==> src/design/iov_pkg.sv <==
`timescale 1ns / 1ps

package iov_pkg;

	localparam int unsigned SLOT_IDX_W = 8;
	localparam int unsigned REF_W      = 16;
	localparam int unsigned POS_W      = 31;
	localparam int unsigned COUNT_W    = 9;

	typedef enum logic {
		REQ_LOAD  = 1'b0,
		REQ_QUERY = 1'b1
	} req_kind_t;

	typedef struct packed {
		logic                  req_type;
		logic [SLOT_IDX_W-1:0] slot_index;
		logic [REF_W-1:0]      ref_id;
		logic [POS_W-1:0]      start_pos;
		logic [POS_W-1:0]      end_pos;
		logic                  is_mapped;
	} req_t;

	typedef struct packed {
		logic [SLOT_IDX_W-1:0] match_slot;
		logic                  match_valid;
		logic                  overflow;
		logic                  last_of_run;
	} rsp_t;

	// One table entry as it sits in a cell of the ring.
	typedef struct packed {
		logic [REF_W-1:0] ref_id;
		logic [POS_W-1:0] start_pos;
		logic [POS_W-1:0] end_pos;
	} slot_t;

	typedef struct packed {
		logic shift;
		logic load;
	} ring_ctl_t;

endpackage

==> src/design/iov_cell.sv <==
`timescale 1ns / 1ps

module iov_cell
	import iov_pkg::*;
(
	input  logic  clk,
	input  logic  shift,
	input  logic  load,
	input  slot_t load_data,
	input  slot_t nbr,
	output slot_t cur
);

	slot_t entry_q;

	always_ff @(posedge clk) begin
		if (load) begin
			entry_q <= load_data;
		end else if (shift) begin
			entry_q <= nbr;
		end
	end

	assign cur = entry_q;

endmodule

==> config.mk <==
export PLATFORM = sky130hd
export DESIGN_NAME = iov_cell
export DESIGN_NICKNAME = d
export VERILOG_FILES = /design/src/design/iov_pkg.sv /design/src/design/iov_cell.sv
export SDC_FILE = /design/constraint.sdc
export NUM_CORES = 1
export LEC_CHECK = 0
export BUFFER_PORTS_ARGS = -buffer_cell sky130_fd_sc_hd__buf_2
export CORE_UTILIZATION = 30
export DETAILED_ROUTE_END_ITERATION = 8
export PLACE_DENSITY = 0.72
export SYNTH_ARGS = -nofsm -noshare
export SYNTH_HDL_FRONTEND = slang
export SYNTH_SLANG_ARGS = --single-unit
==> constraint.sdc <==
create_clock -name clk -period 3.9 [get_ports clk]
set_input_delay 0.195 -clock clk [delete_from_list [all_inputs] [get_ports clk]]
set_output_delay 0.195 -clock clk [all_outputs]
set_load 0.02 [all_outputs]
Word level (Yosys, flattened, before mapping)
Index checks and enable logic that the tools add are counted.
{ "word_totals": {"regBits": 78, "out_inout_bits": 78, "elab_cells": 6, "inputBits": 159} }
{ "classes": {"n_mux": 2, "reduce_logical": 1} }
{ "op_table": {"columns": ["op", "count"], "rows": [
  ["two-way mux 78 bit", 2],
  ["nonzero test 2 bit", 1]
]} }

Logic depth before layout (Yosys ltp)
{ "depth": {"ltp_word": 2, "mapped_depth": 4, "ltp_nobuf": 1} }

Least setup slack after synthesis
Ideal clock, no wire load.
{ "synth_path": {"kind": "input -> register", "from": "input port load", "to": "register entry_q (netlist bit cur[0]) (enable)", "required_time_ns": 3.459, "setup_ns": 0.441, "path_slack_ns": 1.128, "path_stages": 4, "arrival_time_ns": 2.331, "path_buffers": 3, "path_cell_list": "buf_6 buf_6 buf_6 or2_1"} }
{ "synth_between": {"elab_chain_len": 1} }
{ "synth_lines": {"columns": ["item", "line_no", "rtl"], "rows": [
  ["start, declared", "iov_cell.sv:8", "input logic load,"],
  ["nonzero test 2 bit (no line)", null, null],
  ["end signal, assigned", "iov_cell.sv:18", "entry_q <= load_data;"],
  ["end signal, assigned", "iov_cell.sv:20", "entry_q <= nbr;"],
  ["end, declared", "iov_cell.sv:14", "slot_t entry_q;"]
]} }
No other way between the ends.
A chain may end at the register's enable or synchronous reset.

Final worst setup path
{ "layout_path": {"from": "input port load", "to": "register entry_q (netlist bit cur[17]) (enable)"} }
The elaborated chain is that of the path after synthesis.

==> results.sh <==
export IMPL_htreeDepth=3
export IMPL_dpl_cell_area_sq_um=4629
export IMPL_place_hpwl_mm=5.546
export IMPL_largest_reg_flops=78
export IMPL_drt_iter0_drc=77
export IMPL_fmax_mhz=623.2
export IMPL_ioPinCount=237
export IMPL_min_period_over_period_pct=41.14
export IMPL_cts_resized=0
export IMPL_endpoint_kind="flop"
export IMPL_finalMaxSlewViolations=0
export IMPL_timing_final_ws_setup_ps=2295
export IMPL_path_clk_slew_ps=80
export IMPL_rows=38
export IMPL_drc=0
export IMPL_cts_sinks=78
export IMPL_dr_pass1_iters=4
export IMPL_max_slew_margin_pct=29.16
export IMPL_hold_class="primary input to flop"
export IMPL_min_path_cells=2
export IMPL_period_needed_ps=1605
export IMPL_ir_worst_vdd_v=0.0001793
export IMPL_busiest_layer="met2"
export IMPL_cp_num_buf_inv=1
export IMPL_die_h_um=107.3
export IMPL_antenna_cells=0
export IMPL_status="complete, no violations"
export IMPL_grt_pass1_wl_mm=10.92
export IMPL_cp_max_fo=78
export IMPL_yosysSeqAreaShare_pct=70.46
export IMPL_area_growth_pct=43.88
export IMPL_fin_setup_tns_ps=0
export IMPL_powerDensity_nw_per_um2=406.8
export IMPL_start_util_pct=30.67
export IMPL_slowest_delay_ps=890
export IMPL_drive_gt1_share_pct=80.93
export IMPL_worstMarginPinSlew_ps=1063
export IMPL_cp_required_ps=3860
export IMPL_grt_max_degree=79
export IMPL_viasPerCell=4.255
export IMPL_grtUsageTotal_pct=12.73
export IMPL_dieArea_sq_um=11510
export IMPL_grt_overflow=0
export IMPL_power_total_w=0.001946
export IMPL_globalRouteMet3Util_pct=4.600
export IMPL_hold_end="cur[27]"
export IMPL_ant_nets=0
export IMPL_synth_area_sq_um=3324
export IMPL_synth_nets=325
export IMPL_postCtsSetupRepairBufs=0
export IMPL_first_global_vias=2347
export IMPL_crit_path_start="load"
export IMPL_core_area_sq_um=10840
export IMPL_rsz0062_at_grt="false"
export IMPL_cts_tree="done"
export IMPL_critical_path_top_delay_family="simple AND/OR/NAND/NOR gates"
export IMPL_yosysWarningCount=0
export IMPL_cts_buffers=9
export IMPL_p_leak_nw=2.165
export IMPL_grtUsageMet2_pct=22.44
export IMPL_pre_cts_ws_ps=1920
export IMPL_synthCells=166
export IMPL_stdcell_area_sq_um=4783
export IMPL_ctsHoldBuffers=0
export IMPL_io_buffers=236
export IMPL_cts_buffer_depth=2
export IMPL_syn_avg_cell_area_sq_um=20.03
export IMPL_cts_root_buf="clkbuf_8"
export IMPL_antenna_found_initial=0
export IMPL_die_x_um=107.3
export IMPL_ys_seq_elements=78
export IMPL_hold_start="nbr[27]"
export IMPL_dp_cells=534
export IMPL_use_met1_pct=13.65
export IMPL_final_nets=564
export IMPL_wl_mm=7.401
export IMPL_setup_viol=0
export IMPL_maxCapViolCount=0
export IMPL_cp_start_kind="primary input"
export IMPL_final_cells=549
export IMPL_crit_slowest_cell="or2_4"
export IMPL_cp_cell_sequence="buf_4, or2_4"
export IMPL_worstPathArrival_ps=1560
export IMPL_yosys_cell_types_count=6
export IMPL_hold_viol=0
export IMPL_crit_type="primary input to flop"
export IMPL_routedWlPerCell_um=13.48
export IMPL_place_congestion=0.7430
export IMPL_num_vias=2336
-- logic make-up (layout without fill, tap and decap cells) --
group | count (synthesis) | after routing | synth area share, %
multiplexers | 78 | 78 | 27.44
flip-flops | 78 | 78 | 70.46
buffers and inverters | 9 | 252 | 1.919
AND/OR/NAND/NOR | 1 | 1 | 0.1883
-- how the worst max path moves through the flow --
stage / slack, ps / endpoint / depth (start not counted)
detailed placement: 1920 / cur[60] / 2
CTS: 2310 / cur[14] / 2
finish: 2300 / cur[17] / 2
global route: 2220 / cur[11] / 2
global placement: 1980 / cur[57] / 2
floorplan: 1130 / cur[0] / 4
-- Yosys cell counts --
master,n,area (sq um)
mux2_4,9,135.1
edfxtp_1,78,2342
buf_2,6,30.03
mux2_2,69,777.0
or2_1,1,6.260
buf_6,3,33.78
-- cell usage in the layout (no fill, tap or decap), drive strengths merged --
cell type and instances:
clkinv 6, edfxtp 78, mux2 78, buf 237
clkbuf 9, or2 1
-- report_power, final --
group / internal [W] / switching [W]
clock: 0.000221 / 0.000280
combinational: 0.000176 / 0.000218
sequential: 0.00103 / 0.0000222
total: 0.00143 / 0.000520
-- per-stage QoR --
stage | hold WS, ps | utilization [%]
finish | 150.4 | 44.13
global route | 125.3 | 44.13
detailed placement | 498.7 | 42.71
CTS | 123.4 | 44.13
floorplan | 412.5 | -
global placement | 497.3 | 42.71
-- layer usage --
metal | share of wire, % | vias up | routed length (um)
met5 | 0 | - | 0
met4 | 1.1 | 0 | 82
met3 | 9.6 | 5 | 709
met2 | 51 | 137 | 3746
met1 | 39 | 1067 | 2863
li1 | - | 1127 | -
-- cell type report --
cell class / count / area, sq um
clock buffers: 9 / 123.9
clock inverters: 6 / 30.03
fillers: 1008 / 6057
multi-input cells: 79 / 920.9
flip-flops and latches: 78 / 2342
well taps: 140 / 175.2
repair buffers: 237 / 1191
(Power assumes the default switching activity.)
