File: src/design/iov_pkg.sv
`timescale 1ns / 1ps

package iov_pkg;

	localparam int unsigned SLOT_IDX_W = 8;
	localparam int unsigned REF_W      = 16;
	localparam int unsigned POS_W      = 31;
	localparam int unsigned COUNT_W    = 9;

	typedef enum logic {
		REQ_LOAD  = 1'b0,
		REQ_QUERY = 1'b1
	} req_kind_t;

	typedef struct packed {
		logic                  req_type;
		logic [SLOT_IDX_W-1:0] slot_index;
		logic [REF_W-1:0]      ref_id;
		logic [POS_W-1:0]      start_pos;
		logic [POS_W-1:0]      end_pos;
		logic                  is_mapped;
	} req_t;

	typedef struct packed {
		logic [SLOT_IDX_W-1:0] match_slot;
		logic                  match_valid;
		logic                  overflow;
		logic                  last_of_run;
	} rsp_t;

	// One table entry as it sits in a cell of the ring.
	typedef struct packed {
		logic [REF_W-1:0] ref_id;
		logic [POS_W-1:0] start_pos;
		logic [POS_W-1:0] end_pos;
	} slot_t;

	typedef struct packed {
		logic shift;
		logic load;
	} ring_ctl_t;

endpackage

File: src/design/iov_ctrl.sv
`timescale 1ns / 1ps

module iov_ctrl
	import iov_pkg::*;
#(
	parameter int unsigned TABLE_DEPTH = 256,
	parameter int unsigned MAX_MATCHES = 64
) (
	input  logic               clk,
	input  logic               arst_n,
	input  logic               cfg_wr_en,
	input  logic [COUNT_W-1:0] cfg_wr_data,
	input  logic               in_valid,
	output logic               in_stall,
	input  req_t               in_data,
	input  slot_t              head,
	output ring_ctl_t          ring,
	output logic               out_valid,
	input  logic               out_stall,
	output rsp_t               out_data
);

	localparam int unsigned SLOT_W = (TABLE_DEPTH > 1) ? $clog2(TABLE_DEPTH) : 1;
	localparam int unsigned CMP_W  = (SLOT_W > COUNT_W) ? SLOT_W : COUNT_W;
	localparam int unsigned CNT_W  = $clog2(MAX_MATCHES + 1);

	typedef enum logic [2:0] {
		ST_IDLE = 3'b001,
		ST_SCAN = 3'b010,
		ST_DONE = 3'b100
	} state_t;

	state_t                  state_q;
	logic [COUNT_W-1:0]      entry_count_q;
	logic [SLOT_W-1:0]       pos_q;
	logic [CNT_W-1:0]        cnt_q;
	logic                    pend_v_q;
	logic [SLOT_IDX_W-1:0]   pend_slot_q;
	logic                    dropped_q;
	logic [REF_W-1:0]        q_ref_q;
	logic [POS_W-1:0]        q_start_q;
	logic [POS_W-1:0]        q_end_q;
	logic                    q_mapped_q;
	logic                    out_v_q;
	rsp_t                    out_data_q;

	logic                    accept;
	logic                    out_free;
	logic [SLOT_W+7:0]       pos_wide;
	logic [SLOT_IDX_W-1:0]   pos8;
	logic                    in_range;
	logic                    hit;
	logic                    full;
	logic                    need_push;
	logic                    adv;
	logic                    at_end;
	logic                    out_load;

	assign accept   = in_valid && (state_q == ST_IDLE);
	assign in_stall = (state_q != ST_IDLE);
	assign out_free = !out_v_q || !out_stall;

	assign pos_wide = {8'b0, pos_q};
	assign pos8     = pos_wide[7:0];

	// Slots at or beyond the loaded count rotate past the head without a compare.
	assign in_range = CMP_W'(pos_q) < CMP_W'(entry_count_q);

	assign hit = q_mapped_q && in_range && (head.ref_id == q_ref_q)
		&& (q_start_q <= q_end_q) && (head.start_pos <= head.end_pos)
		&& (head.start_pos <= q_end_q) && (q_start_q <= head.end_pos);

	assign full      = (cnt_q == CNT_W'(MAX_MATCHES));
	assign need_push = hit && !full && pend_v_q;
	assign adv       = (state_q == ST_SCAN) && (!need_push || out_free);
	assign at_end    = (pos_q == SLOT_W'(TABLE_DEPTH - 1));

	// The output register only takes a new beat when it is free.
	assign out_load = (adv && need_push) || ((state_q == ST_DONE) && out_free);

	assign ring.shift = adv;
	assign ring.load  = accept && (in_data.req_type == REQ_LOAD);

	always_ff @(posedge clk or negedge arst_n) begin
		if (!arst_n) begin
			entry_count_q <= '0;
		end else if (cfg_wr_en) begin
			entry_count_q <= cfg_wr_data;
		end
	end

	always_ff @(posedge clk or negedge arst_n) begin
		if (!arst_n) begin
			state_q   <= ST_IDLE;
			pos_q     <= '0;
			cnt_q     <= '0;
			pend_v_q  <= 1'b0;
			dropped_q <= 1'b0;
			out_v_q   <= 1'b0;
		end else begin
			if (out_free) begin
				out_v_q <= out_load;
			end
			unique case (state_q)
				ST_IDLE: begin
					if (accept && (in_data.req_type == REQ_QUERY)) begin
						state_q   <= ST_SCAN;
						pos_q     <= '0;
						cnt_q     <= '0;
						pend_v_q  <= 1'b0;
						dropped_q <= 1'b0;
					end
				end
				ST_SCAN: begin
					if (adv) begin
						pos_q <= pos_q + SLOT_W'(1);
						if (hit) begin
							if (full) begin
								dropped_q <= 1'b1;
							end else begin
								pend_v_q <= 1'b1;
								cnt_q    <= cnt_q + CNT_W'(1);
							end
						end
						if (at_end) begin
							state_q <= ST_DONE;
						end
					end
				end
				ST_DONE: begin
					if (out_free) begin
						pend_v_q <= 1'b0;
						state_q  <= ST_IDLE;
					end
				end
				default: begin
					state_q <= ST_IDLE;
				end
			endcase
		end
	end

	always_ff @(posedge clk) begin
		if (accept && (in_data.req_type == REQ_QUERY)) begin
			q_ref_q    <= in_data.ref_id;
			q_start_q  <= in_data.start_pos;
			q_end_q    <= in_data.end_pos;
			q_mapped_q <= in_data.is_mapped;
		end
		if (adv && hit && !full) begin
			pend_slot_q <= pos8;
			if (pend_v_q) begin
				out_data_q.match_slot  <= pend_slot_q;
				out_data_q.match_valid <= 1'b1;
				out_data_q.overflow    <= 1'b0;
				out_data_q.last_of_run <= 1'b0;
			end
		end
		if ((state_q == ST_DONE) && out_free) begin
			// The held match becomes the final beat; with none held, report no match.
			out_data_q.match_slot  <= pend_v_q ? pend_slot_q : '0;
			out_data_q.match_valid <= pend_v_q;
			out_data_q.overflow    <= pend_v_q && dropped_q;
			out_data_q.last_of_run <= 1'b1;
		end
	end

	assign out_valid = out_v_q;
	assign out_data  = out_data_q;

endmodule

File: config.mk
export PLATFORM = sky130hd
export DESIGN_NAME = iov_ctrl
export DESIGN_NICKNAME = d
export VERILOG_FILES = /design/src/design/iov_pkg.sv /design/src/design/iov_ctrl.sv
export SDC_FILE = /design/constraint.sdc
export NUM_CORES = 1
export LEC_CHECK = 0
export ABC_AREA = 1
export BUFFER_PORTS_ARGS = -buffer_cell sky130_fd_sc_hd__buf_2
export CAP_MARGIN = 20
export CELL_PAD_IN_SITES_DETAIL_PLACEMENT = 1
export CELL_PAD_IN_SITES_GLOBAL_PLACEMENT = 2
export CORE_MARGIN = 2
export CORE_UTILIZATION = 33
export DETAILED_ROUTE_END_ITERATION = 6
export GPL_ROUTABILITY_DRIVEN = 0
export PLACE_DENSITY = 0.86
export REMOVE_ABC_BUFFERS = 1
export SLEW_MARGIN = 5
export SYNTH_ARGS = -nofsm -noshare
export SYNTH_HDL_FRONTEND = slang
export SYNTH_SLANG_ARGS = --single-unit
export TNS_END_PERCENT = 100
File: constraint.sdc
create_clock -name clk -period 4.64 [get_ports clk]
set_input_delay 0.928 -clock clk [delete_from_list [all_inputs] [get_ports clk]]
set_output_delay 0.928 -clock clk [all_outputs]
set_load 0.02 [all_outputs]
# [After elaboration in Yosys (flattened, before gate mapping)]
# Index checks and enable logic that the tools add are counted.
[op_classes] addsub=2 n_lt_le_gt_ge=5 eq_ne=14 mux=27 bitwise=1 n_reduce_logical=35
[op_table] operator="less-or-equal comparator 31 bit" count=4
[op_table] operator="two-way mux 11 bit" count=3
[op_table] operator="two-way mux 7 bit" count=4
[op_table] operator="two-way mux 8 bit" count=3
[op_table] operator="logical AND 1 bit" count=17
[op_table] operator="== test 16 bit" count=1
[op_table] operator="case mux 8 bit (2 select lines)" count=1
[op_table] operator="case mux 7 bit (2 select lines)" count=1
[op_table] operator="two-way mux 3 bit" count=4
[op_table] operator="!= test 2 bit, second input constant" count=6
[op_table] operator="AND reduction 5 bit" count=2
[op_table] operator="less-than comparator 8 x 9 -> 1 bit" count=1
[op_table] operator="case mux 3 bit (3 select lines)" count=1
[op_table] operator="adder 8 x 1 -> 8 bit, second input constant" count=1
[op_table] operator="== test 8 bit, second input constant" count=1
[op_table] operator="two-way mux 1 bit" count=8
[op_table] operator="adder 7 x 1 -> 7 bit, second input constant" count=1
[op_table] operator="== test 7 bit, second input constant" count=1
[op_table] operator="AND reduction 6 bit" count=1
[op_table] operator="nonzero test 2 bit" count=3
[op_table] operator="zero test 1 bit" count=4
[op_table] operator="AND reduction 2 bit" count=2
[op_table] operator="AND reduction 4 bit" count=1
[op_table] operator="== test 3 x 1 -> 1 bit, second input constant" count=1
[op_table] operator="10 further kinds" count=12
[totals] reg_bits=128 out_inout_bits=15

# [Longest topological paths before layout]
# Gate-level depths: netlist (run 1).
[depth] depth_word=16 depth_mapped=21

# [Worst setup path before layout (run 1)]
# No wires, ideal clock.
[synth_path] path_type="input to register" startpoint="input port in_data[87] (netlist bit)" endpoint="register pos_q[3], in the netlist pos8[3]" setup_time_ns=0.118 arrival_time_ns=3.348 required_ns=4.522 slack_ns=1.174 path_stages=10 path_buffers=1 path_cell_list="nand3_1 inv_1 nor2_1 inv_1 nand2_1 inv_2 nand2_4 buf_6 nand2_2 o21ai_2"
[synth_via] elab_chain_len=3
[synth_lines] element="start, declared" line="iov_ctrl.sv:15" source="input req_t in_data,"
[synth_lines] element="logical AND 1 bit" line="iov_ctrl.sv:106" source="if (accept && (in_data.req_type == REQ_QUERY)) begin"
[synth_lines] element="!= test 2 x 1 -> 1 bit (no line)"
[synth_lines] element="AND reduction 3 bit (no line)"
[synth_lines] element="end signal, assigned" line="iov_ctrl.sv:116" source="pos_q <= pos_q + SLOT_W'(1);"
[synth_lines] element="end, declared" line="iov_ctrl.sv:35" source="logic [SLOT_W-1:0] pos_q;"
# Every way passes these cells.
# A chain may end at the register's enable or synchronous reset.

==> summary.txt, run 1 <==
FLOORPLAN
-----------------------------------------------------------------------------------------------
Area of the die                                                                     27400 sq um
Die outline width                                                                        165 um
Vertical extent of the die                                                               165 um
IO Count                                                                                    195
Initial Utilization                                                                       33.3%
Row Count                                                                                    59
Floorplan Core Area                                                                 25800 sq um

SYNTH
-----------------------------------------------------------------------------------------------
Fraction of registers with async set or reset after synthesis                             23.4%
#FFs+latches synth                                                                          128
Library cell with the largest summed area after synthesis                          sky130_fd_sc_hd__edfxtp_1
Total standard cell area after synthesis                                             8600 sq um
Combinational family with the most area after synthesis                            simple AND/OR/NAND/NOR gates
Compound-cell area share of the yosys netlist                                             6.93%
Most numerous cell in the Yosys netlist                                            sky130_fd_sc_hd__nand2_1
Yosys top cell area share                                                                 33.9%
Number of enable-type register cells in the synthesized netlist                              97
Synth Area in Simple Gates                                                                21.3%
Flip-flop cell with the highest count after synthesis                              sky130_fd_sc_hd__edfxtp_1
Xor/xnor share of the synthesized area                                                    1.43%
Number of distinct library cells after synthesis                                             43
Count of synthesis-stage warnings from yosys                                                  0
Cells after synthesis                                                                       972
Post-synth top cells                                                               sky130_fd_sc_hd__nand2_1 (251), sky130_fd_sc_hd__inv_1 (158), sky130_fd_sc_hd__ha_1 (134)
Synthesized area per cell                                                            8.84 sq um
Synth area leaders                                                                 sky130_fd_sc_hd__edfxtp_1 (34%), sky130_fd_sc_hd__ha_1 (20%), sky130_fd_sc_hd__nand2_1 (11%)
Adder and majority gate portion of the synthesized area                                   19.5%
Share of cell area taken by muxes after synthesis                                        0.131%
Sequential fraction of the synthesis area                                                 42.9%

TIMING
-----------------------------------------------------------------------------------------------
Relative slew slack                                                                       47.8%
Slew Viols, Final                                                                             0
Fin crit share                                                                            87.5%
Period minus WS final                                                                   4.06 ns
Transition time of the tightest slew-check pin                                         0.782 ns
Setup repair after global routing missed its margin                                       false
Number of endpoints failing setup at the final stage                                          0
Fmax                                                                                    246 MHz
Fin. Hold Viols                                                                               0
Post-route setup TNS                                                                       0 ns
Clk_skew                                                                              0.0140 ns

GLOBAL ROUTING
-----------------------------------------------------------------------------------------------
Overall fraction of global-route tracks in use                                            18.5%
First-pass GRT wire length                                                              38.9 mm
Number of global-route vias before repair                                                  7711
Total grt overflow                                                                            0
Initial antenna violation count                                                               4
Largest net degree at the start of global routing                                            42

CLOCK NETWORK
-----------------------------------------------------------------------------------------------
Setup Fix Bufs, Post-CTS                                                                      0
# clock sinks                                                                               128
CTS tree                                                                                    yes
Clock input transition at the sequential cells of the worst setup and hold paths        0.06 ns
Max clock buf depth                                                                           2
CTS Buf Count                                                                                17
Count of H-tree levels built during CTS                                                       4
Gates resized, CTS repair                                                                     0
Root buffer cell                                                                   sky130_fd_sc_hd__clkbuf_16
Worst-Skew Late Latency                                                                 0.42 ns
Hold buffer count at cts                                                                      0

RUN
-----------------------------------------------------------------------------------------------
Max Cap Viol                                                                                  0

WORST SETUP PATH
-----------------------------------------------------------------------------------------------
Launching point of the worst reg2reg path                                          q_start_q[10]
Cell mode on critical path                                                         sky130_fd_sc_hd__nand2_1
Internal reg-to-reg setup slack                                                         1.50 ns
Kind of start point of the critical path                                             input port
Ordered cell list for the critical path                                            buf_2, inv_1, ha_1, nand2_1, inv_1, nand3_1, nor3_1, nand4_1, nand2_1, clkinv_1, nor2_1, nand2_1, nor2_2, nand2_1, nand2_1, inv_1, buf_2
Peak fanout along the critical path                                                           3
CP max stage delay                                                                      0.40 ns
Data required time at the worst endpoint                                                3.71 ns
WS Path Type                                                                             in2out
CP max-delay cell                                                                  sky130_fd_sc_hd__nor3_1
Worst r2r dst                                                                       out_data[7]
Arrival time worst endpoint                                                             3.13 ns
Kind of capture point of the worst setup path                                        output pin
R2R cell count                                                                               13

DRT
-----------------------------------------------------------------------------------------------
Detail Route Antenna Nets                                                                     0
Uppermost layer routed                                                                     met5
Via/cell ratio                                                                             4.71
Routed wirelength normalized by instance count                                          16.1 um
Met3 wirelength from detailed routing                                                   1.07 mm
DRC errors left                                                                               0
Detail Route met2 WL                                                                    12.2 mm
Drt total wl                                                                            24.5 mm
DRC violation total after the first TritonRoute iteration                                   219
WL met1                                                                                 10.9 mm
Via count                                                                                  7172
DR pass1 iterations                                                                           4

WORST HOLD PATH
-----------------------------------------------------------------------------------------------
Instance count along the most critical hold path                                              2
Critical hold path startpoint                                                       out_data[0]
Hold Crit Class                                                                         reg2reg
End point of the most critical hold path                                            out_data[0]

PLACE
-----------------------------------------------------------------------------------------------
IO buf count                                                                                186
Placed standard-cell area                                                            9900 sq um
Detailed placement HPWL                                                                 19.9 mm

CELLS AND AREA
-----------------------------------------------------------------------------------------------
Share of layout cells above drive strength 1                                              21.2%
Layout Nets                                                                                1484
Area growth from synthesis to layout                                                      22.0%
Total of fill cells in the finished design                                                 3149
Post-route standard cell area excluding fillers                                     10500 sq um

POWER
-----------------------------------------------------------------------------------------------
Sequential fraction of design power                                                       38.6%
Switching share of power                                                                  34.5%
Net switching power                                                                     1.30 mW
Clk network pwr share                                                                     35.8%
Internal portion of total power                                                         2.47 mW
Combinational fraction of design power                                                    25.6%
Overall power of the completed layout                                                   3.77 mW
Maximum resistive drop on vdd                                                          0.224 mV
Power density relative to cell area                                                 360 nW/um^2
Pleak                                                                                   5.31 nW

STATUS
-----------------------------------------------------------------------------------------------
Outcome                                                                            finished, final reports clean

[power groups by stage]
stage          Clock (mW)  Combinational, mW  Sequential (mW)
2_1_floorplan           0              0.642             1.46
3_3_place_gp            0              0.938             1.48
3_5_place_dp            0              0.979             1.48
4_1_cts              1.38              0.988             1.46
5_1_grt              1.42               1.12             1.47
6_report             1.35              0.966             1.46
[area by class of cell]
| type | instances | area [sq um] | area share [%] |
|---|---|---|---|
| Clock inverter | 15 | 149 | 1.42 |
| Antenna cell | 4 | 10.0 | 0.0955 |
| Inverter | 164 | 617 | 5.88 |
| Sequential cell | 128 | 3680 | 35.2 |
| Timing Repair Buffer | 187 | 938 | 8.95 |
| Multi-Input combinational cell | 672 | 4240 | 40.4 |
| Clock buffer | 17 | 425 | 4.06 |
| Tap cell | 335 | 419 | 4.00 |
[logic make-up after synthesis]
logic type      after synthesis
compound gates              104
xor+xnor                     14
fa+ha+maj                   134
buf+inv                     172
flops                       128
mux                           1
simple gates                419
[metrics by stage]
stage	cells	hold WS (ns)	setup WS (ns)	util (%)
floorplan	964	0.453	1.23	-
global placement	1486	0.451	0.538	38.3
detailed placement	1486	0.455	0.506	38.3
CTS	1518	0.471	0.496	40.5
global route	1518	0.515	0.254	40.5
finish	1522	0.468	0.582	40.6
[metal layers]
| layer | global-route usage [%] | up-vias |
|---|---|---|
| met1 | 22.3 | 3377 |
| met5 | 0 | - |
| li1 | - | 3643 |
| met2 | 34.0 | 132 |
| met4 | 5.02 | 2 |
| met3 | 3.20 | 18 |
[flip-flops by register name, indices dropped and copies added (netlist names), 7 cells and up]
signal / flops
q_end_q: 31
q_start_q: 31
q_ref_q: 16
out_data: 11
entry_count_q: 9
pend_slot_q: 8
pos8: 8
cnt_q: 7
[worst max-delay path by stage]
stage / start / to
detailed placement: head[10] / ring[1]
global route: head[10] / ring[1]
CTS: head[10] / ring[1]
global placement: head[10] / ring[1]
floorplan: in_data[87] / dropped_q
finish: head[10] / ring[1]
[critical path, delay by kind of cell]
| family | cells | cell delay [ns] |
|---|---|---|
| adder cells (fa/ha/maj) | 1 | 0.30 |
| buffers and inverters | 6 | 0.49 |
| AND/OR/NAND/NOR | 10 | 1.41 |
[cell usage in the layout, fill, tap and decap left out, drive strengths merged]
cell type,n
or2,7
o21bai,2
diode,4
ha,134
nor3,16
edfxtp,97
a21o,7
o211ai,1
nor2,64
nand4,34
bufinv,1
a21oi,52
xnor2,7
clkbuf,17
nor4,2
dfxtp,1
dfstp,1
nand3,37
nand2,256
mux2,1
buf,187
xor2,7
a31o,1
a21boi,9
dfrtp,29
clkinv,10
o21ai,27
o21a,5
inv,168
and3,1
nor3b,2
(Power assumes the default switching activity.)
==> run 2: changes to the inputs <==
Settings changed: MAX_ROUTING_LAYER set to met4, REMOVE_ABC_BUFFERS 1 to unset.
==> summary.txt, run 2 (same netlist as run 1, synthesis figures left out) <==
CLOCK NETWORK
-----------------------------------------------------------------------------------------------
# clock sinks                                                                               128
CTS tree                                                                                    yes
Setup Fix Bufs, Post-CTS                                                                      0
Max clock buf depth                                                                           2
Hold buffer count at cts                                                                      0
Worst-Skew Late Latency                                                                 0.42 ns
Count of H-tree levels built during CTS                                                       4
Gates resized, CTS repair                                                                     0
CTS Buf Count                                                                                17
Clock input transition at the sequential cells of the worst setup and hold paths        0.07 ns
Root buffer cell                                                                   sky130_fd_sc_hd__clkbuf_16

PLACE
-----------------------------------------------------------------------------------------------
Detailed placement HPWL                                                                 19.4 mm
Worst setup slack before clock tree synthesis                                          0.550 ns
IO buf count                                                                                186

POWER
-----------------------------------------------------------------------------------------------
Power density relative to cell area                                                 365 nW/um^2
Overall power of the completed layout                                                   3.84 mW
Maximum resistive drop on vdd                                                          0.228 mV
Pleak                                                                                   5.33 nW

DRT
-----------------------------------------------------------------------------------------------
Via/cell ratio                                                                             4.65
Via count                                                                                  7090
Drt total wl                                                                            23.9 mm
DR pass1 iterations                                                                           4
DRC violation total after the first TritonRoute iteration                                   280
Routed wirelength normalized by instance count                                          15.7 um
Detail Route Antenna Nets                                                                     0
DRC errors left                                                                               0

CELLS AND AREA
-----------------------------------------------------------------------------------------------
Regs by FF count                                                                   q_end_q x31, q_start_q x31, q_ref_q x16
Most frequent cells in the layout                                                  sky130_fd_sc_hd__nand2_1 (251), sky130_fd_sc_hd__buf_2 (186), sky130_fd_sc_hd__inv_1 (157)
Share of layout cells above drive strength 1                                              21.2%
Layout Nets                                                                                1484
Total of fill cells in the finished design                                                 3121
Commonest non-fill, non-tap cell in the layout                                     sky130_fd_sc_hd__nand2_1
Final core utilization                                                                    40.8%
Area growth from synthesis to layout                                                      22.5%

WORST SETUP PATH
-----------------------------------------------------------------------------------------------
WS Path Type                                                                             in2out
Arrival time worst endpoint                                                             3.18 ns
R2R cell count                                                                               13
Kind of start point of the critical path                                             input port
Data required time at the worst endpoint                                                3.71 ns
Peak fanout along the critical path                                                           3
Kind of capture point of the worst setup path                                        output pin

TIMING
-----------------------------------------------------------------------------------------------
Worst Hold Slack                                                                       0.468 ns
Transition time of the tightest slew-check pin                                         0.780 ns
Minimum setup slack in the final design                                                0.533 ns
Number of endpoints failing setup at the final stage                                          0
Fin. Hold Viols                                                                               0
Slew Viols, Final                                                                             0
Clk_skew                                                                              0.0136 ns
Fin crit share                                                                            88.5%
Relative slew slack                                                                       48.0%
Post-route setup TNS                                                                       0 ns
Fmax                                                                                    243 MHz
Period minus WS final                                                                   4.11 ns
Setup repair after global routing missed its margin                                       false

GLOBAL ROUTING
-----------------------------------------------------------------------------------------------
Largest net degree at the start of global routing                                            48
Initial antenna violation count                                                               6
Met3 track demand over resource                                                           4.72%
Total grt overflow                                                                            0
Overall fraction of global-route tracks in use                                            18.6%
First-pass GRT wire length                                                              37.7 mm
Most congested layer reported by global routing                                            met2
Number of global-route vias before repair                                                  7447
Met1 Resource Use GR                                                                      22.6%
Met2 Resource Use GR                                                                      31.4%

FLOORPLAN
-----------------------------------------------------------------------------------------------
Initial Utilization                                                                       33.3%
Die outline width                                                                        165 um
Vertical extent of the die                                                               165 um
Floorplan Core Area                                                                 25800 sq um
Area of the die                                                                     27400 sq um
Row Count                                                                                    59
IO Count                                                                                    195

RUN
-----------------------------------------------------------------------------------------------
Max Cap Viol                                                                                  0

WORST HOLD PATH
-----------------------------------------------------------------------------------------------
Hold Crit Class                                                                         reg2reg
Instance count along the most critical hold path                                              2

STATUS
-----------------------------------------------------------------------------------------------
Outcome                                                                            finished, final reports clean

SYNTH
-----------------------------------------------------------------------------------------------
Net count of the mapped netlist                                                            1286

run 2: cell types whose count changed in the layout (fill, tap and decap cells not counted), sizes merged:
| cell | delta |
|---|---|
| bufinv | +2 |
| diode | +2 |
| inv | -2 |
| clkbuf | +1 |
| clkinv | -1 |
run 2: stage by stage:
stage / cell area [sq um] / instances
5_1_grt: 10500 / 1524
6_report: 10500 / 1524
3_3_place_gp: 9900 / 1486
3_5_place_dp: 9900 / 1486
2_1_floorplan: 8600 / 972
4_1_cts: 10500 / 1518
run 2: worst max-delay path, stage by stage:
cell and delay, ns:
sky130_fd_sc_hd__buf_2 0.08, sky130_fd_sc_hd__inv_1 0.05, sky130_fd_sc_hd__ha_1 0.30, sky130_fd_sc_hd__nand2_1 0.07
sky130_fd_sc_hd__inv_1 0.07, sky130_fd_sc_hd__nand3_1 0.12, sky130_fd_sc_hd__nor3_1 0.36, sky130_fd_sc_hd__nand4_1 0.15
sky130_fd_sc_hd__nand2_1 0.13, sky130_fd_sc_hd__clkinv_1 0.10, sky130_fd_sc_hd__nor2_1 0.11, sky130_fd_sc_hd__nand2_1 0.11
sky130_fd_sc_hd__nor2_2 0.16, sky130_fd_sc_hd__nand2_1 0.12, sky130_fd_sc_hd__nand2_1 0.11, sky130_fd_sc_hd__inv_1 0.04
sky130_fd_sc_hd__buf_2 0.15
run 2: worst paths after layout:
path	from	end	slack (ns)
max	head[10]	ring[1]	0.53
min	out_data[0]	out_data[0]	0.47
max reg2reg	q_start_q[10]	out_data[7]	1.43
min reg2reg	out_data[0]	out_data[0]	0.47
max in group asynchronous	arst_n	pos8[1]	3.55
min in group asynchronous	arst_n	cnt_q[1]	0.59
run 2: power by group:
group,switching (mW),leakage (nW),internal (mW),total (mW)
clock,0.560,0.304,0.869,1.43
combinational,0.625,3.70,0.331,0.956
sequential,0.0696,1.33,1.38,1.45
total,1.25,5.33,2.58,3.84
run 2: final cells by class:
type	count	area [sq um]	area share (%)
Antenna cell	6	15.0	0.143
Clock inverter	14	178	1.69
Sequential cell	128	3680	35.0
Timing Repair Buffer	187	938	8.91
Inverter	164	617	5.86
Clock buffer	18	439	4.17
Multi-Input combinational cell	672	4240	40.3
Tap cell	335	419	3.98
run 2: layer usage:
metal / vias to the layer above / share of wire (%)
met4: 0 / 1.0
li1: 3648 / -
met3: 15 / 5.0
met1: 3291 / 45
met2: 136 / 49
met5: - / 0
==> run 3: changes to the inputs <==
--- a/config.mk
+++ b/config.mk
@@ -17,4 +17,5 @@
 export MAX_ROUTING_LAYER = met4
 export PLACE_DENSITY = 0.86
+export RECOVER_POWER = 50
 export SLEW_MARGIN = 5
 export SYNTH_ARGS = -nofsm -noshare
==> constraint.sdc (replaced) <==
create_clock -name clk -period 4.64 [get_ports clk]
set_input_delay 0.232 -clock clk [delete_from_list [all_inputs] [get_ports clk]]
set_output_delay 0.232 -clock clk [all_outputs]
set_load 0.02 [all_outputs]
==> summary.txt, run 3 (same netlist as run 1, synthesis figures left out) <==
STATUS
-----------------------------------------------------------------------------------------------
Violations in the final reports                                                    max-capacitance violations, max-slew violations
Outcome                                                                            complete, but fails checks

GLOBAL ROUTING
-----------------------------------------------------------------------------------------------
Number of global-route vias before repair                                                  7864
Overall fraction of global-route tracks in use                                            19.5%
First-pass GRT wire length                                                              39.5 mm
Largest net degree at the start of global routing                                            50
Total grt overflow                                                                            0
Initial antenna violation count                                                               8

CELLS AND AREA
-----------------------------------------------------------------------------------------------
Area growth from synthesis to layout                                                      31.4%
Layout Nets                                                                                1567
Final core utilization                                                                    43.7%
Regs by FF count                                                                   q_end_q x31, q_start_q x31, q_ref_q x16
Commonest non-fill, non-tap cell in the layout                                     sky130_fd_sc_hd__nand2_1
Share of layout cells above drive strength 1                                              18.6%
Most frequent cells in the layout                                                  sky130_fd_sc_hd__nand2_1 (251), sky130_fd_sc_hd__buf_2 (172), sky130_fd_sc_hd__inv_1 (157)

WORST SETUP PATH
-----------------------------------------------------------------------------------------------
Kind of capture point of the worst setup path                                         flip-flop
Launching point of the worst reg2reg path                                          q_start_q[10]
CP max stage delay                                                                      0.47 ns
Kind of start point of the critical path                                              flip-flop
Peak fanout along the critical path                                                          12
Launching element of the worst setup path                                          q_start_q[10]
Data required time at the worst endpoint                                                4.71 ns
Largest delay contributor family on the critical path                              simple AND/OR/NAND/NOR gates
CP max-delay cell                                                                  sky130_fd_sc_hd__nand2_1
Ordered cell list for the critical path                                            ha_1, nand2_1, inv_1, nand3_1, nor3_1, nand4_1, nand2_1, clkinv_1, nor2_1, nand2_1, nor2_2, nand4_2, nand2_1
WS Path Type                                                                            reg2reg
Arrival time worst endpoint                                                             3.33 ns
Cell mode on critical path                                                         sky130_fd_sc_hd__nand2_1
Buffer and inverter count on the worst path                                                   2
Internal reg-to-reg setup slack                                                         1.38 ns

TIMING
-----------------------------------------------------------------------------------------------
Post-route setup TNS                                                                       0 ns
Fin. Hold Viols                                                                               0
Transition time of the tightest slew-check pin                                          1.83 ns
Fin crit share                                                                            70.2%
Slew Viols, Final                                                                            31
Relative slew slack                                                                      -21.7%
Clk_skew                                                                              0.0150 ns
Setup repair after global routing missed its margin                                       false
Period minus WS final                                                                   3.26 ns
Fmax                                                                                    307 MHz
Worst Hold Slack                                                                      0.0177 ns
Number of endpoints failing setup at the final stage                                          0
Minimum setup slack in the final design                                                 1.38 ns

DRT
-----------------------------------------------------------------------------------------------
Detail Route Antenna Nets                                                                     0
DR pass1 iterations                                                                           4
Via count                                                                                  7496
Routed wirelength normalized by instance count                                          15.9 um
DRC errors left                                                                               0
DRC violation total after the first TritonRoute iteration                                   260
Via/cell ratio                                                                             4.66
Drt total wl                                                                            25.7 mm

SYNTH
-----------------------------------------------------------------------------------------------
Net count of the mapped netlist                                                            1286

FLOORPLAN
-----------------------------------------------------------------------------------------------
Row Count                                                                                    59
Floorplan Core Area                                                                 25800 sq um
IO Count                                                                                    195
Initial Utilization                                                                       33.3%
Die outline width                                                                        165 um
Vertical extent of the die                                                               165 um
Area of the die                                                                     27400 sq um

POWER
-----------------------------------------------------------------------------------------------
Maximum resistive drop on vdd                                                          0.293 mV
Power density relative to cell area                                                 336 nW/um^2
Pleak                                                                                   5.61 nW

CLOCK NETWORK
-----------------------------------------------------------------------------------------------
# clock sinks                                                                               128
Worst-Skew Late Latency                                                                 0.43 ns
Clock input transition at the sequential cells of the worst setup and hold paths        0.06 ns
CTS Buf Count                                                                                17
Gates resized, CTS repair                                                                     0
Count of H-tree levels built during CTS                                                       4
CTS tree                                                                                    yes
Max clock buf depth                                                                           2
Root buffer cell                                                                   sky130_fd_sc_hd__clkbuf_16

WORST HOLD PATH
-----------------------------------------------------------------------------------------------
Critical hold path startpoint                                                      cfg_wr_data[4]
Hold Crit Class                                                                          in2reg

PLACE
-----------------------------------------------------------------------------------------------
IO buf count                                                                                186
Detailed placement HPWL                                                                 19.6 mm
Worst setup slack before clock tree synthesis                                           1.34 ns

RUN
-----------------------------------------------------------------------------------------------
Max Cap Viol                                                                                  1

## run 3: cell count changes in the layout (fill, tap and decap cells not counted), sizes merged
cell	previous run	this run
clkbuf	18	36
buf	187	173
inv	166	167
bufinv	3	0
diode	6	9
clkinv	9	7
dlygate4sd3	0	83
## run 3: final timing paths
kind                               endpoint  cells after the start
max                             out_data[6]                     13
min                        entry_count_q[4]                      3
max reg2reg                     out_data[6]                     13
min reg2reg                     out_data[0]                      2
max in group asynchronous           pos8[2]                      2
min in group asynchronous          cnt_q[0]                      2
## run 3: stage by stage
step	power, mW	instances	area [sq um]
final	3.79	1610	11300
after floorplan	2.13	972	8600
after global placement	2.42	1486	9900
after global routing	4.02	1609	11300
after detailed placement	2.45	1486	9900
after CTS	3.85	1601	11300
## run 3: layout make-up
cell class | count | area (sq um)
Antenna cell | 9 | 22.5
Clock buffer | 22 | 485
Clock inverter | 10 | 73.8
Fill cell | 3126 | 14500
Inverter | 164 | 617
Multi-Input combinational cell | 672 | 4240
Sequential cell | 128 | 3680
Tap cell | 335 | 419
Timing Repair Buffer | 270 | 1750
## run 3: repair_timing
action,CTS,global route
endpoints found under the hold margin,111,0
hold buffers,83,0
setup buffers,0,0
## run 3: routing by layer
layer  track usage, %  part of all wire, %
met2             34.5                   51
met5                -                    0
met3             4.00                  4.5
met4             4.82                  1.1
met1             22.7                   44
## run 3: where the power goes
group	switching (mW)	total, mW	internal (mW)
logic	0.645	1.02	0.375
registers	0.0732	1.46	1.38
clock network	0.565	1.32	0.751
## run 3: tightest hold or removal path: stages
cell and delay (ns):
sky130_fd_sc_hd__buf_2 0.07, sky130_fd_sc_hd__nand2_1 0.04, sky130_fd_sc_hd__o21ai_0 0.06
